## src/rtl/line_pixel_generator_macros.svh

```systemverilog
// Assertion macros for the line pixel generator.
// Included by the top level; assertions compile away when SYNTHESIS is defined.
`ifndef LINE_PIXEL_GENERATOR_MACROS_SVH
`define LINE_PIXEL_GENERATOR_MACROS_SVH
`ifndef SYNTHESIS
// Same-cycle implication, disabled while reset is low.
`define LPG_ASSERT_IMPL(label, clk, rst_n, ante, cons) \
    label: assert property (@(posedge clk) disable iff (!(rst_n)) (ante) |-> (cons)) \
        else $error("line pixel generator: check failed");
// Next-cycle implication, disabled while reset is low.
`define LPG_ASSERT_NEXT(label, clk, rst_n, ante, cons) \
    label: assert property (@(posedge clk) disable iff (!(rst_n)) (ante) |=> (cons)) \
        else $error("line pixel generator: check failed");
`else
`define LPG_ASSERT_IMPL(label, clk, rst_n, ante, cons)
`define LPG_ASSERT_NEXT(label, clk, rst_n, ante, cons)
`endif
`endif

```

## src/rtl/lpg_pkg.sv

```systemverilog
// Shared types and constants for the line pixel generator.
// No dependencies; used by the interfaces and every module.
package lpg_pkg;

    // Configuration register width and reset values.
    localparam int CFG_W     = 11;
    localparam int CFG_IDX_W = 1;
    localparam logic [CFG_W-1:0] MAX_X_RESET = 11'd639;
    localparam logic [CFG_W-1:0] MAX_Y_RESET = 11'd479;

    // Color word width.
    localparam int COLOR_W = 32;

    // Configuration register indexes.
    typedef enum logic [CFG_IDX_W-1:0] {
        CFG_MAX_X = 1'b0,
        CFG_MAX_Y = 1'b1
    } t_cfg_idx;

    // Per-word decision flags that travel alongside the divider.
    typedef struct packed {
        logic x_major;
        logic step_ok;
        logic start_ok;
        logic major_ok;
        logic neg;
        logic zero_div;
    } t_flags;

endpackage

```

## src/rtl/lpg_if.sv

```systemverilog
// Valid/ready channel interfaces for line words in and pixel words out.
// Depends on lpg_pkg for the color width.
interface lpg_line_if #(parameter int COORD_BITS = 12);
    logic                         valid;
    logic                         ready;
    logic signed [COORD_BITS-1:0] x_start;
    logic signed [COORD_BITS-1:0] y_start;
    logic signed [COORD_BITS-1:0] x_end;
    logic signed [COORD_BITS-1:0] y_end;
    logic [COORD_BITS-1:0]        step_index;
    logic [lpg_pkg::COLOR_W-1:0]  pen_color;

    modport source (output valid, x_start, y_start, x_end, y_end, step_index, pen_color,
                    input ready);
    modport sink (input valid, x_start, y_start, x_end, y_end, step_index, pen_color,
                  output ready);
endinterface

interface lpg_pixel_if #(parameter int COORD_BITS = 12);
    logic                        valid;
    logic                        ready;
    logic signed [COORD_BITS:0]  pixel_x;
    logic signed [COORD_BITS:0]  pixel_y;
    logic [lpg_pkg::COLOR_W-1:0] pixel_color;
    logic                        drawn;
    logic                        done_res;

    modport source (output valid, pixel_x, pixel_y, pixel_color, drawn, done_res,
                    input ready);
    modport sink (input valid, pixel_x, pixel_y, pixel_color, drawn, done_res,
                  output ready);
endinterface

```

## src/rtl/lpg_setup.sv

```systemverilog
// Front end: major axis choice, endpoint ordering and clip pre-checks.
// Three register stages; depends on lpg_pkg.
module lpg_setup #(
    parameter int COORD_BITS = 12
) (
    input  logic                           i_clk,
    input  logic                           i_rst_n,
    input  logic                           i_adv,
    input  logic                           i_valid,
    input  logic signed [COORD_BITS-1:0]   i_xs,
    input  logic signed [COORD_BITS-1:0]   i_ys,
    input  logic signed [COORD_BITS-1:0]   i_xe,
    input  logic signed [COORD_BITS-1:0]   i_ye,
    input  logic [COORD_BITS-1:0]          i_k,
    input  logic [lpg_pkg::COLOR_W-1:0]    i_color,
    input  logic [lpg_pkg::CFG_W-1:0]      i_max_x,
    input  logic [lpg_pkg::CFG_W-1:0]      i_max_y,
    output logic                           o_valid,
    output lpg_pkg::t_flags                o_flags,
    output logic [COORD_BITS-1:0]          o_dmaj,
    output logic [COORD_BITS-1:0]          o_dmin_abs,
    output logic [COORD_BITS-1:0]          o_k,
    output logic [COORD_BITS:0]            o_major,
    output logic signed [COORD_BITS-1:0]   o_sn,
    output logic [lpg_pkg::COLOR_W-1:0]    o_color
);

    localparam int C  = COORD_BITS;
    localparam int CW = (C + 2 > lpg_pkg::CFG_W + 1) ? C + 2 : lpg_pkg::CFG_W + 1;

    // Stage 1: deltas and major axis selection.
    logic [C:0] w_dx, w_dy, w_adx, w_ady;
    logic       w_x_major;

    assign w_dx      = {i_xe[C-1], i_xe} - {i_xs[C-1], i_xs};
    assign w_dy      = {i_ye[C-1], i_ye} - {i_ys[C-1], i_ys};
    assign w_adx     = w_dx[C] ? (~w_dx + 1'b1) : w_dx;
    assign w_ady     = w_dy[C] ? (~w_dy + 1'b1) : w_dy;
    assign w_x_major = (w_adx >= w_ady);

    logic                 r1_valid, r1_x_major;
    logic signed [C-1:0]  r1_sm, r1_sn, r1_em, r1_en;
    logic [C-1:0]         r1_k;
    logic [lpg_pkg::COLOR_W-1:0] r1_color;

    // Stage 2: order endpoints so the major coordinate rises.
    logic                 w_swap;
    logic signed [C-1:0]  w_sm, w_sn, w_em, w_en;
    logic [C:0]           w_dmaj_full;

    assign w_swap      = (r1_sm > r1_em);
    assign w_sm        = w_swap ? r1_em : r1_sm;
    assign w_em        = w_swap ? r1_sm : r1_em;
    assign w_sn        = w_swap ? r1_en : r1_sn;
    assign w_en        = w_swap ? r1_sn : r1_en;
    assign w_dmaj_full = {w_em[C-1], w_em} - {w_sm[C-1], w_sm};

    logic                 r2_valid, r2_x_major;
    logic signed [C-1:0]  r2_sm, r2_sn;
    logic [C-1:0]         r2_dmaj, r2_k;
    logic [C:0]           r2_dmin;
    logic [lpg_pkg::COLOR_W-1:0] r2_color;

    // Stage 3: major coordinate, clip tests on major and start, magnitude of minor delta.
    logic signed [CW-1:0]          w_major, w_sn_ext, w_max_m_ext, w_max_n_ext;
    logic [lpg_pkg::CFG_W-1:0]     w_max_m, w_max_n;
    logic [C:0]                    w_dmin_abs;
    lpg_pkg::t_flags               w_flags;

    assign w_major     = $signed({{(CW-C){r2_sm[C-1]}}, r2_sm})
                       + $signed({{(CW-C){1'b0}}, r2_k});
    assign w_sn_ext    = $signed({{(CW-C){r2_sn[C-1]}}, r2_sn});
    assign w_max_m     = r2_x_major ? i_max_x : i_max_y;
    assign w_max_n     = r2_x_major ? i_max_y : i_max_x;
    assign w_max_m_ext = $signed({{(CW-lpg_pkg::CFG_W){1'b0}}, w_max_m});
    assign w_max_n_ext = $signed({{(CW-lpg_pkg::CFG_W){1'b0}}, w_max_n});
    assign w_dmin_abs  = r2_dmin[C] ? (~r2_dmin + 1'b1) : r2_dmin;

    always_comb begin
        w_flags          = '0;
        w_flags.x_major  = r2_x_major;
        w_flags.step_ok  = (r2_k < r2_dmaj);
        w_flags.start_ok = (w_sn_ext <= w_max_n_ext);
        w_flags.major_ok = (w_major <= w_max_m_ext);
        w_flags.neg      = r2_dmin[C];
        w_flags.zero_div = (r2_dmaj == '0);
    end

    // Valid bits for the three stages.
    always_ff @(posedge i_clk) begin
        if (!i_rst_n) begin
            r1_valid <= 1'b0;
            r2_valid <= 1'b0;
            o_valid  <= 1'b0;
        end else if (i_adv) begin
            r1_valid <= i_valid;
            r2_valid <= r1_valid;
            o_valid  <= r2_valid;
        end
    end

    // Payload registers for the three stages.
    always_ff @(posedge i_clk) begin
        if (i_adv) begin
            r1_x_major <= w_x_major;
            r1_sm      <= w_x_major ? i_xs : i_ys;
            r1_sn      <= w_x_major ? i_ys : i_xs;
            r1_em      <= w_x_major ? i_xe : i_ye;
            r1_en      <= w_x_major ? i_ye : i_xe;
            r1_k       <= i_k;
            r1_color   <= i_color;

            r2_x_major <= r1_x_major;
            r2_sm      <= w_sm;
            r2_sn      <= w_sn;
            r2_dmaj    <= w_dmaj_full[C-1:0];
            r2_dmin    <= {w_en[C-1], w_en} - {w_sn[C-1], w_sn};
            r2_k       <= r1_k;
            r2_color   <= r1_color;

            o_flags    <= w_flags;
            o_dmaj     <= r2_dmaj;
            o_dmin_abs <= w_dmin_abs[C-1:0];
            o_k        <= r2_k;
            o_major    <= w_major[C:0];
            o_sn       <= r2_sn;
            o_color    <= r2_color;
        end
    end

endmodule

```

## src/rtl/lpg_divider.sv

```systemverilog
// Multiply stage and pipelined restoring divider, one quotient bit per stage.
// Carries flags and a side word alongside; depends on lpg_pkg.
module lpg_divider #(
    parameter int COORD_BITS = 12,
    parameter int SIDE_W     = 57
) (
    input  logic                   i_clk,
    input  logic                   i_rst_n,
    input  logic                   i_adv,
    input  logic                   i_valid,
    input  logic [COORD_BITS-1:0]  i_divisor,
    input  logic [COORD_BITS-1:0]  i_a,
    input  logic [COORD_BITS-1:0]  i_b,
    input  lpg_pkg::t_flags        i_flags,
    input  logic [SIDE_W-1:0]      i_side,
    output logic                   o_valid,
    output logic [COORD_BITS-1:0]  o_quot,
    output lpg_pkg::t_flags        o_flags,
    output logic [SIDE_W-1:0]      o_side
);

    localparam int C = COORD_BITS;

    // Dividend is the product; the quotient never exceeds b, so it fits C bits
    // and the upper half of the product is already below the divisor.
    logic [2*C-1:0] w_prod;
    assign w_prod = {{C{1'b0}}, i_a} * {{C{1'b0}}, i_b};

    // Stage s holds partial remainder, remaining dividend bits shifted with
    // quotient bits coming in from the bottom, and the divisor.
    logic [C-1:0]        r_rem [0:C];
    logic [C-1:0]        r_lq  [0:C];
    logic [C-1:0]        r_dv  [0:C];
    logic                r_vld [0:C];
    lpg_pkg::t_flags     r_flg [0:C];
    logic [SIDE_W-1:0]   r_sd  [0:C];

    logic [C:0] w_trial [0:C-1];
    logic [C:0] w_diff  [0:C-1];
    logic       w_qbit  [0:C-1];

    // One trial subtraction per stage.
    always_comb begin
        for (int s = 0; s < C; s++) begin
            w_trial[s] = {r_rem[s], r_lq[s][C-1]};
            w_diff[s]  = w_trial[s] - {1'b0, r_dv[s]};
            w_qbit[s]  = (w_trial[s] >= {1'b0, r_dv[s]});
        end
    end

    // Valid bits.
    always_ff @(posedge i_clk) begin
        if (!i_rst_n) begin
            for (int s = 0; s <= C; s++) begin
                r_vld[s] <= 1'b0;
            end
        end else if (i_adv) begin
            r_vld[0] <= i_valid;
            for (int s = 0; s < C; s++) begin
                r_vld[s+1] <= r_vld[s];
            end
        end
    end

    // Product register, then the divider stages.
    always_ff @(posedge i_clk) begin
        if (i_adv) begin
            r_rem[0] <= w_prod[2*C-1:C];
            r_lq[0]  <= w_prod[C-1:0];
            r_dv[0]  <= i_divisor;
            r_flg[0] <= i_flags;
            r_sd[0]  <= i_side;
            for (int s = 0; s < C; s++) begin
                r_rem[s+1] <= w_qbit[s] ? w_diff[s][C-1:0] : w_trial[s][C-1:0];
                r_lq[s+1]  <= {r_lq[s][C-2:0], w_qbit[s]};
                r_dv[s+1]  <= r_dv[s];
                r_flg[s+1] <= r_flg[s];
                r_sd[s+1]  <= r_sd[s];
            end
        end
    end

    assign o_valid = r_vld[C];
    assign o_quot  = r_lq[C];
    assign o_flags = r_flg[C];
    assign o_side  = r_sd[C];

endmodule

```

## src/rtl/line_pixel_generator.sv

```systemverilog
// Line pixel generator: one pixel of a line per word, fully pipelined.
// Its stages are three setup stages, one multiply stage, one divider stage
// per quotient bit and one output register.
// Throughput is one word per cycle; a stalled output freezes the whole pipeline.
// Reset (synchronous, active low) clears all valid bits and loads the clip
// bounds with 639 and 479.
`include "line_pixel_generator_macros.svh"

module line_pixel_generator #(
    parameter int COORD_BITS = 12
) (
    input  logic                             i_clk,
    input  logic                             i_rst_n,
    lpg_line_if.sink                         i_line,
    lpg_pixel_if.source                      o_pixel,
    input  logic                             i_cfg_we,
    input  logic [lpg_pkg::CFG_IDX_W-1:0]    i_cfg_idx,
    input  logic [lpg_pkg::CFG_W-1:0]        i_cfg_data
);

    localparam int C      = COORD_BITS;
    localparam int CW     = (C + 2 > lpg_pkg::CFG_W + 1) ? C + 2 : lpg_pkg::CFG_W + 1;
    localparam int SIDE_W = (C + 1) + C + lpg_pkg::COLOR_W;

    // Clip bound registers.
    logic [lpg_pkg::CFG_W-1:0] r_max_x, r_max_y;

    always_ff @(posedge i_clk) begin
        if (!i_rst_n) begin
            r_max_x <= lpg_pkg::MAX_X_RESET;
            r_max_y <= lpg_pkg::MAX_Y_RESET;
        end else if (i_cfg_we) begin
            unique case (lpg_pkg::t_cfg_idx'(i_cfg_idx))
                lpg_pkg::CFG_MAX_X: r_max_x <= i_cfg_data;
                lpg_pkg::CFG_MAX_Y: r_max_y <= i_cfg_data;
            endcase
        end
    end

    // The pipeline moves whenever the output register is empty or being taken.
    logic r_out_valid;
    logic w_adv;

    assign w_adv        = !r_out_valid || o_pixel.ready;
    assign i_line.ready = w_adv;

    // Front end.
    logic                        s_valid;
    lpg_pkg::t_flags             s_flags;
    logic [C-1:0]                s_dmaj, s_dmin_abs, s_k;
    logic [C:0]                  s_major;
    logic signed [C-1:0]         s_sn;
    logic [lpg_pkg::COLOR_W-1:0] s_color;

    lpg_setup #(.COORD_BITS(C)) u_setup (
        .i_clk      (i_clk),
        .i_rst_n    (i_rst_n),
        .i_adv      (w_adv),
        .i_valid    (i_line.valid),
        .i_xs       (i_line.x_start),
        .i_ys       (i_line.y_start),
        .i_xe       (i_line.x_end),
        .i_ye       (i_line.y_end),
        .i_k        (i_line.step_index),
        .i_color    (i_line.pen_color),
        .i_max_x    (r_max_x),
        .i_max_y    (r_max_y),
        .o_valid    (s_valid),
        .o_flags    (s_flags),
        .o_dmaj     (s_dmaj),
        .o_dmin_abs (s_dmin_abs),
        .o_k        (s_k),
        .o_major    (s_major),
        .o_sn       (s_sn),
        .o_color    (s_color)
    );

    // Minor offset magnitude = |d_minor| * k / d_major.
    logic                        d_valid;
    logic [C-1:0]                d_quot;
    lpg_pkg::t_flags             d_flags;
    logic [SIDE_W-1:0]           d_side;

    lpg_divider #(.COORD_BITS(C), .SIDE_W(SIDE_W)) u_divider (
        .i_clk     (i_clk),
        .i_rst_n   (i_rst_n),
        .i_adv     (w_adv),
        .i_valid   (s_valid),
        .i_divisor (s_dmaj),
        .i_a       (s_dmin_abs),
        .i_b       (s_k),
        .i_flags   (s_flags),
        .i_side    ({s_major, s_sn, s_color}),
        .o_valid   (d_valid),
        .o_quot    (d_quot),
        .o_flags   (d_flags),
        .o_side    (d_side)
    );

    // Unpack the side word.
    logic [C:0]                  w_major;
    logic signed [C-1:0]         w_sn;
    logic [lpg_pkg::COLOR_W-1:0] w_color;

    assign w_major = d_side[SIDE_W-1 -: C+1];
    assign w_sn    = d_side[lpg_pkg::COLOR_W +: C];
    assign w_color = d_side[lpg_pkg::COLOR_W-1:0];

    // Minor coordinate with truncation toward zero, then the last clip test.
    logic signed [CW-1:0]      w_sn_ext, w_q_ext, w_minor, w_max_n_ext;
    logic [lpg_pkg::CFG_W-1:0] w_max_n;
    logic                      w_drawn;

    assign w_sn_ext    = $signed({{(CW-C){w_sn[C-1]}}, w_sn});
    assign w_q_ext     = $signed({{(CW-C){1'b0}}, d_quot});
    assign w_max_n     = d_flags.x_major ? r_max_y : r_max_x;
    assign w_max_n_ext = $signed({{(CW-lpg_pkg::CFG_W){1'b0}}, w_max_n});

    always_comb begin
        priority if (d_flags.zero_div) begin
            w_minor = w_sn_ext;
        end else if (d_flags.neg) begin
            w_minor = w_sn_ext - w_q_ext;
        end else begin
            w_minor = w_sn_ext + w_q_ext;
        end
    end

    assign w_drawn = d_flags.step_ok && d_flags.major_ok && d_flags.start_ok
                  && (w_minor <= w_max_n_ext);

    // Output register.
    logic signed [C:0]           r_px, r_py;
    logic [lpg_pkg::COLOR_W-1:0] r_color;
    logic                        r_drawn;

    always_ff @(posedge i_clk) begin
        if (!i_rst_n) begin
            r_out_valid <= 1'b0;
        end else if (w_adv) begin
            r_out_valid <= d_valid;
        end
    end

    always_ff @(posedge i_clk) begin
        if (w_adv) begin
            r_px    <= d_flags.x_major ? w_major : w_minor[C:0];
            r_py    <= d_flags.x_major ? w_minor[C:0] : w_major;
            r_color <= w_color;
            r_drawn <= w_drawn;
        end
    end

    assign o_pixel.valid       = r_out_valid;
    assign o_pixel.pixel_x     = r_px;
    assign o_pixel.pixel_y     = r_py;
    assign o_pixel.pixel_color = r_color;
    assign o_pixel.drawn       = r_drawn;
    assign o_pixel.done_res    = !r_drawn;

    // A pixel word is either drawn or past the exit, never both.
    `LPG_ASSERT_IMPL(a_drawn_done_excl, i_clk, i_rst_n, o_pixel.valid, o_pixel.drawn != o_pixel.done_res)
    // Input back-pressure only comes from a held output word.
    `LPG_ASSERT_IMPL(a_stall_source, i_clk, i_rst_n, !i_line.ready, o_pixel.valid && !o_pixel.ready)
    // A write to the x bound lands in the register on the next cycle.
    `LPG_ASSERT_NEXT(a_cfg_max_x, i_clk, i_rst_n, i_cfg_we && (i_cfg_idx == lpg_pkg::CFG_MAX_X), r_max_x == $past(i_cfg_data))

endmodule
```

## src/flat_wrapper.sv

```systemverilog
// flat-port wrapper written by rule: the top's interface ports become plain ports
module line_pixel_generator_flat 
#(
    parameter int COORD_BITS = 12
)
  (i_clk, i_rst_n, i_cfg_we, i_cfg_idx, i_cfg_data, i_line_valid, i_line_x_start, i_line_y_start, i_line_x_end, i_line_y_end, i_line_step_index, i_line_pen_color, i_line_ready, o_pixel_valid, o_pixel_pixel_x, o_pixel_pixel_y, o_pixel_pixel_color, o_pixel_drawn, o_pixel_done_res, o_pixel_ready);
  lpg_line_if #(.COORD_BITS(COORD_BITS)) i_line_i ();
  lpg_pixel_if #(.COORD_BITS(COORD_BITS)) o_pixel_i ();
  input  logic i_clk;
  input  logic i_rst_n;
  input  logic i_cfg_we;
  input  logic [lpg_pkg::CFG_IDX_W-1:0] i_cfg_idx;
  input  logic [lpg_pkg::CFG_W-1:0] i_cfg_data;
  input wire logic [$bits(i_line_i.valid)-1:0] i_line_valid;
  input wire logic [$bits(i_line_i.x_start)-1:0] i_line_x_start;
  input wire logic [$bits(i_line_i.y_start)-1:0] i_line_y_start;
  input wire logic [$bits(i_line_i.x_end)-1:0] i_line_x_end;
  input wire logic [$bits(i_line_i.y_end)-1:0] i_line_y_end;
  input wire logic [$bits(i_line_i.step_index)-1:0] i_line_step_index;
  input wire logic [$bits(i_line_i.pen_color)-1:0] i_line_pen_color;
  output wire logic [$bits(i_line_i.ready)-1:0] i_line_ready;
  output wire logic [$bits(o_pixel_i.valid)-1:0] o_pixel_valid;
  output wire logic [$bits(o_pixel_i.pixel_x)-1:0] o_pixel_pixel_x;
  output wire logic [$bits(o_pixel_i.pixel_y)-1:0] o_pixel_pixel_y;
  output wire logic [$bits(o_pixel_i.pixel_color)-1:0] o_pixel_pixel_color;
  output wire logic [$bits(o_pixel_i.drawn)-1:0] o_pixel_drawn;
  output wire logic [$bits(o_pixel_i.done_res)-1:0] o_pixel_done_res;
  input wire logic [$bits(o_pixel_i.ready)-1:0] o_pixel_ready;
  assign i_line_i.valid = i_line_valid;
  assign i_line_i.x_start = i_line_x_start;
  assign i_line_i.y_start = i_line_y_start;
  assign i_line_i.x_end = i_line_x_end;
  assign i_line_i.y_end = i_line_y_end;
  assign i_line_i.step_index = i_line_step_index;
  assign i_line_i.pen_color = i_line_pen_color;
  assign i_line_ready = i_line_i.ready;
  assign o_pixel_valid = o_pixel_i.valid;
  assign o_pixel_pixel_x = o_pixel_i.pixel_x;
  assign o_pixel_pixel_y = o_pixel_i.pixel_y;
  assign o_pixel_pixel_color = o_pixel_i.pixel_color;
  assign o_pixel_drawn = o_pixel_i.drawn;
  assign o_pixel_done_res = o_pixel_i.done_res;
  assign o_pixel_i.ready = o_pixel_ready;
  line_pixel_generator #(.COORD_BITS(COORD_BITS)) u_core (.i_clk(i_clk), .i_rst_n(i_rst_n), .i_line(i_line_i), .o_pixel(o_pixel_i), .i_cfg_we(i_cfg_we), .i_cfg_idx(i_cfg_idx), .i_cfg_data(i_cfg_data));
endmodule
```

## config.mk

```make
export PLATFORM = sky130hd
export DESIGN_NAME = line_pixel_generator_flat
export DESIGN_NICKNAME = d
export VERILOG_FILES = /design/src/rtl/lpg_pkg.sv /design/src/rtl/lpg_if.sv /design/src/rtl/lpg_setup.sv /design/src/rtl/lpg_divider.sv /design/src/rtl/line_pixel_generator.sv /design/src/flat_wrapper.sv
export VERILOG_INCLUDE_DIRS = /design/src /design/src/rtl
export SDC_FILE = /design/constraint.sdc
export NUM_CORES = 2
export LEC_CHECK = 0
export BUFFER_PORTS_ARGS = -buffer_cell sky130_fd_sc_hd__buf_2
export CELL_PAD_IN_SITES_DETAIL_PLACEMENT = 1
export CELL_PAD_IN_SITES_GLOBAL_PLACEMENT = 1
export CORE_MARGIN = 1
export CORE_UTILIZATION = 28
export CTS_CLUSTER_DIAMETER = 120
export DETAILED_ROUTE_END_ITERATION = 6
export PLACE_DENSITY_LB_ADDON = 0.1
export SYNTH_ARGS = -nofsm -noshare
export SYNTH_HDL_FRONTEND = slang
export SYNTH_HIERARCHICAL = 1
export SYNTH_SLANG_ARGS = --single-unit
```

## constraint.sdc

```tcl
create_clock -name i_clk -period 82.7 [get_ports i_clk]
set_input_delay 20.675 -clock i_clk [delete_from_list [all_inputs] [get_ports i_clk]]
set_output_delay 20.675 -clock i_clk [all_outputs]
set_load 0.005 [all_outputs]
```

# Word level (Yosys, flattened, before mapping)
# Memory sizes are Yosys's and may differ from the RTL's. A register that Yosys moved wholly into a read port is not among the register bits.
# Cells that the tools add are included.
classes:
  add_sub_neg: 22
  n_mul: 1
  n_lt_le_gt_ge: 18
  mux: 48
  n_bitwise: 17
  reduce_logical: 10
op_table:
  columns: ["op", "count"]
  rows:
  - ["$mux W12", 21]
  - ["$ge A13 B12 Y1", 12]
  - ["$sub A12 B12 Y12", 13]
  - ["$mux W13", 4]
  - ["$sub A12 B12 Y13", 3]
  - ["$mux W11", 3]
  - ["$add A12 B13 Y14", 2]
  - ["$le A14 B12 Y1", 2]
  - ["$mux W14", 2]
  - ["$add A13 B1 Y13 const B", 2]
  - ["$not A13 Y13", 2]
  - ["$mul A12 B12 Y24", 1]
  - ["$mux W1", 18]
  - ["$sub A12 B13 Y14", 1]
  - ["$ge A13 B13 Y1", 1]
  - ["$or A1 B1 Y1", 13]
  - ["$add A12 B1 Y12 const B", 1]
  - ["$gt A12 B12 Y1", 1]
  - ["$le A12 B12 Y1", 1]
  - ["$logic_not A12 Y1", 1]
  - ["$lt A12 B12 Y1", 1]
  - ["$not A12 Y12", 1]
  - ["$reduce_and A2 Y1", 2]
  - ["$logic_and A1 B1 Y1", 3]
  - ["3 further kinds", 5]
totals:
  register_bits: 370
  ram_bits: 1300
  inputBits: 109
  output_inout_bits: 62
  memories: 6
memory_table:
  columns: ["name", "depth", "word_bits", "read_ports", "rd_ports_with_merged_regs", "write_ports", "line_no", "text"]
  rows:
  - ["u_core.u_divider.r_sd", 13, 57, 13, 0, 13, "lpg_divider.sv:36", "logic [SIDE_W-1:0] r_sd [0:C];"]
  - ["u_core.u_divider.r_dv", 13, 12, 12, 0, 13, "lpg_divider.sv:33", "logic [C-1:0] r_dv [0:C];"]
  - ["u_core.u_divider.r_lq", 13, 12, 13, 0, 13, "lpg_divider.sv:32", "logic [C-1:0] r_lq [0:C];"]
  - ["u_core.u_divider.r_rem", 13, 12, 12, 0, 13, "lpg_divider.sv:31", "logic [C-1:0] r_rem [0:C];"]
  - ["u_core.u_divider.r_flg", 13, 6, 13, 0, 13, "lpg_divider.sv:35", "lpg_pkg::t_flags r_flg [0:C];"]
  - ["u_core.u_divider.r_vld", 13, 1, 13, 1, 13, "lpg_divider.sv:34", "logic r_vld [0:C];"]

# Longest topological paths before layout
depth:
  ltp_word: 6
  mapped_depth: 26
  depth_no_buf: 24

# Hierarchy
# Netlist, hierarchy kept.
by_module_without_submodules:
  columns: ["mod", "n_inst", "cells_per_inst", "area_per_inst_um2", "seq_area_each_um2"]
  rows:
  - ["lpg_divider", 1, 2989, 51623.3, 38306.7]
  - ["lpg_setup", 1, 1191, 15079.5, 8648.3]
  - ["line_pixel_generator", 1, 401, 4330.4, 2232.1]

# Least setup slack after synthesis
# Ideal clock, no wire load.
synth_path:
  kind: "input to output"
  start: "in o_pixel_ready"
  end: "out i_line_ready"
  t_arrival_ns: 59.065
  t_required_ns: 62.025
  slack_ns: 2.960
  cell_stages: 1
  path_buffers: 0
  cell_sequence: "nand2b_1"
synth_via:
  elab_chain_cells: 1
synth_lines:
  columns: ["item", "line_no", "text"]
  rows:
  - ["from (decl)", "flat_wrapper.sv:28", "input wire logic [$bits(o_pixel_i.ready)-1:0] o_pixel_ready;"]
  - ["$logic_or A1 B1 Y1", "line_pixel_generator.sv:44", "assign w_adv = !r_out_valid || o_pixel.ready;"]
  - ["to (decl)", "flat_wrapper.sv:21", "output wire logic [$bits(i_line_i.ready)-1:0] i_line_ready;"]
# Every way passes these cells.

# Final worst setup path
# Ends and elaborated chain as after synthesis.

==> flow_summary.json <==
{
  "antenna_left": 0,
  "critPathBufInv": 2,
  "synth.avg_cell_area_um2": 15.51,
  "timing.fmax_ghz": 0.02383,
  "r2r-end": "u_core/u_divider/r_rem[0][11]",
  "critPathKind": "in -> out",
  "slew_violations": 0,
  "die_area_um2": 255700,
  "min_period_ns": 41.97,
  "dp_hpwl_mm": 95.35,
  "crit_fanout": 6,
  "fin_nets": 5384,
  "placedCellCount": 7985,
  "holdWs_ns": 0.3851,
  "crit_family": "buffers and inverters",
  "track_usage_pct": 10.68,
  "holdPathStages": 0,
  "rows": 184,
  "hold_start": "u_core/u_divider/r_lq[4][9]",
  "gp_congestion": 0.7486,
  "core_area_um2": 251900,
  "met2_usage_pct": 17.96,
  "synth_area_um2": 71030,
  "place_ws_ns": 40.66,
  "insertion_delay_ns": 0.82,
  "finalCritPeriodShare_pct": 50.74,
  "viasPerCell": 4.279,
  "hold_buffers": 0,
  "grt_pass1_vias": 38110,
  "yosysWarnings": 6,
  "endpoint_kind": "primary output",
  "rsz0062_at_grt": "false",
  "hold_path.class": "reg -> reg",
  "holdPathEnd": "u_core/u_divider/r_lq[5][10]",
  "setup-tns-final_ns": 0,
  "grt_max_degree": 157,
  "syn2layout_area_growth_pct": 15.17,
  "cts_buffers": 190,
  "yosysSeqAreaShare_pct": 69.25,
  "finalSetupViolCount": 0,
  "ioPinCount": 171,
  "start_util_pct": 28.20,
  "die_w_um": 505.7,
  "use_met1_pct": 13.60,
  "cts-root-buf": "clkbuf_16",
  "ys.flop_type": "edfxtp_1",
  "overflow": 0,
  "slew_headroom_pct": 22.38,
  "met3_usage_pct": 2.068,
  "r2r_slack_ns": 76.91,
  "hold_viol_final": 0,
  "wl_mm": 137.5,
  "crit_path_frequent_cell": "buf_2",
  "mappedNetlistNets": 5136,
  "cp-startpoint": "o_pixel_ready",
  "final_cell_mix": "1620 x edfxtp_1, 398 x inv_1, 331 x ha_1",
  "cpPeakStageDelay_ns": 0.26,
  "cts_max_level": 4,
  "slowest_stage": "nand2b_4",
  "r2r_start": "u_core/u_setup/o_dmin_abs[3]",
  "first_pass_iters": 5,
  "antenna_found_initial": 7,
  "final_common_cell": "edfxtp_1",
  "grt_pass1_wl_mm": 215.5,
  "outcome": "finished clean",
  "stdcell_count": 8335,
  "cts_tree": "yes",
  "drt_iter0_markers": 1805,
  "vias": 35670,
  "clk_pin_slew_ns": 0.05,
  "clock_skew_ns": 0.05403,
  "synth_cells": 4581,
  "post_cts_resized": 0,
  "clk_path_buf_depth": 3,
  "clock_sinks": 1647,
  "synth_edf_count": 1620,
  "synth.distinct_cells": 104,
  "async_reset_ff_share_pct": 0,
  "drc": 0,
  "top_usage_layer": "met2",
  "port_buffers": 170,
  "maxCapViolCount": 0,
  "worst_pin_slew_ns": 1.164,
  "layout-drive-gt1-share_pct": 12.04,
  "final.setup.worst_slack_ns": 40.73,
  "wire_per_inst_um": 16.49,
  "start_kind": "input port",
  "cp.required_ns": 62.02,
  "critPathArrivalTime_ns": 21.29,
  "r2r.worst_path.cells": 17,
  "synth-seq-cells": 1647,
  "die_h_um": 505.7,
  "post_cts_buffers": 0,
  "crit_chain": "buf_2 -> nand2b_4 -> buf_2"
}
## cells by family (layout without fill, tap and decap cells)
family | Yosys count | after routing | synth area share, %
AO/OA/AOI/OAI | 623 | 623 | 6.006
multiplexers | 228 | 228 | 3.503
buffers and inverters | 554 | 958 | 3.368
adder cells (fa/ha/maj) | 467 | 467 | 9.367
flip-flops | 1647 | 1647 | 69.25
XOR/XNOR | 196 | 196 | 2.417
other | 0 | 2 | 0
AND/OR/NAND/NOR | 866 | 866 | 6.093
## cell type report
type | count | area [um^2]
Fill cell | 26060 | 170100
Inverter | 410 | 1540
Tap cell | 3348 | 4189
Sequential cell | 1647 | 49190
Antenna cell | 2 | 5.005
Multi-Input combinational cell | 2380 | 19500
Timing Repair Buffer | 200 | 1101
Clock buffer | 233 | 4959
Clock inverter | 115 | 1330
## synth_stat cells (24+ instances only)
library cell	number	area share [%]
a21o_1	55	0.58
a21oi_1	172	1.2
a31oi_1	24	0.21
and2_1	63	0.55
buf_4	72	0.76
clkbuf_1	57	0.30
dfxtp_1	27	0.76
edfxtp_1	1620	68
fa_1	115	3.2
ha_1	331	5.8
inv_1	398	2.1
mux2_1	79	1.3
mux2_2	58	0.92
mux2i_1	84	1.2
nand2_1	269	1.4
nand2b_1	42	0.37
nand3_1	60	0.42
nand4_1	35	0.31
nor2_1	166	0.88
nor2b_1	76	0.67
nor3_1	49	0.35
o21a_1	49	0.52
o21ai_0	93	0.66
o21ai_1	50	0.35
o31a_1	25	0.31
o31ai_1	24	0.25
xnor2_1	127	1.6
xor2_1	69	0.85
## worst reg2reg max path, delay by kind of cell (launching register included)
| kind | cells | cell delay (ns) |
|---|---|---|
| adder cells (fa/ha/maj) | 6 | 2.77 |
| AO/OA/AOI/OAI | 6 | 1.61 |
| flip-flops | 1 | 0.70 |
| AND/OR/NAND/NOR | 1 | 0.17 |
| XOR/XNOR | 1 | 0.14 |
| buffers and inverters | 3 | 0.13 |
## worst max path at each step
stage,to,slack [ns],cells past startpoint
finish,i_line_ready,40.73,3
global route,i_line_ready,40.68,3
CTS,i_line_ready,40.66,3
detailed placement,i_line_ready,40.66,3
global placement,i_line_ready,40.66,3
floorplan,i_line_ready,2.96,1
## routing by layer
layer	up-vias	routed length, um
met5	-	0
met4	0	3889
met3	248	4597
met2	421	65650
met1	17650	63320
li1	17350	-
## metrics by stage
step,cell area [um^2],util [%]
after floorplan,71030,-
after global placement,75510,29.98
after detailed placement,75510,29.98
after CTS,81800,32.48
after global routing,81810,32.48
final,81810,32.48
## sequential cells by signal (all words and copies together) (netlist names), 32 cells and up
register and count:
u_core/u_divider/r_flg 78, u_core/u_setup/r2_color 32, u_core/u_divider/r_sd 741, u_core/u_divider/r_dv 144, u_core/u_divider/r_rem 144, u_core/u_setup/o_color 32
u_core/u_divider/r_lq 156, u_core/u_setup/r1_color 32, u_core/o_pixel.pixel_color 32
Power is not shown: default switching activity piles up to over one toggle a cycle in this logic, so the estimate is an artifact.
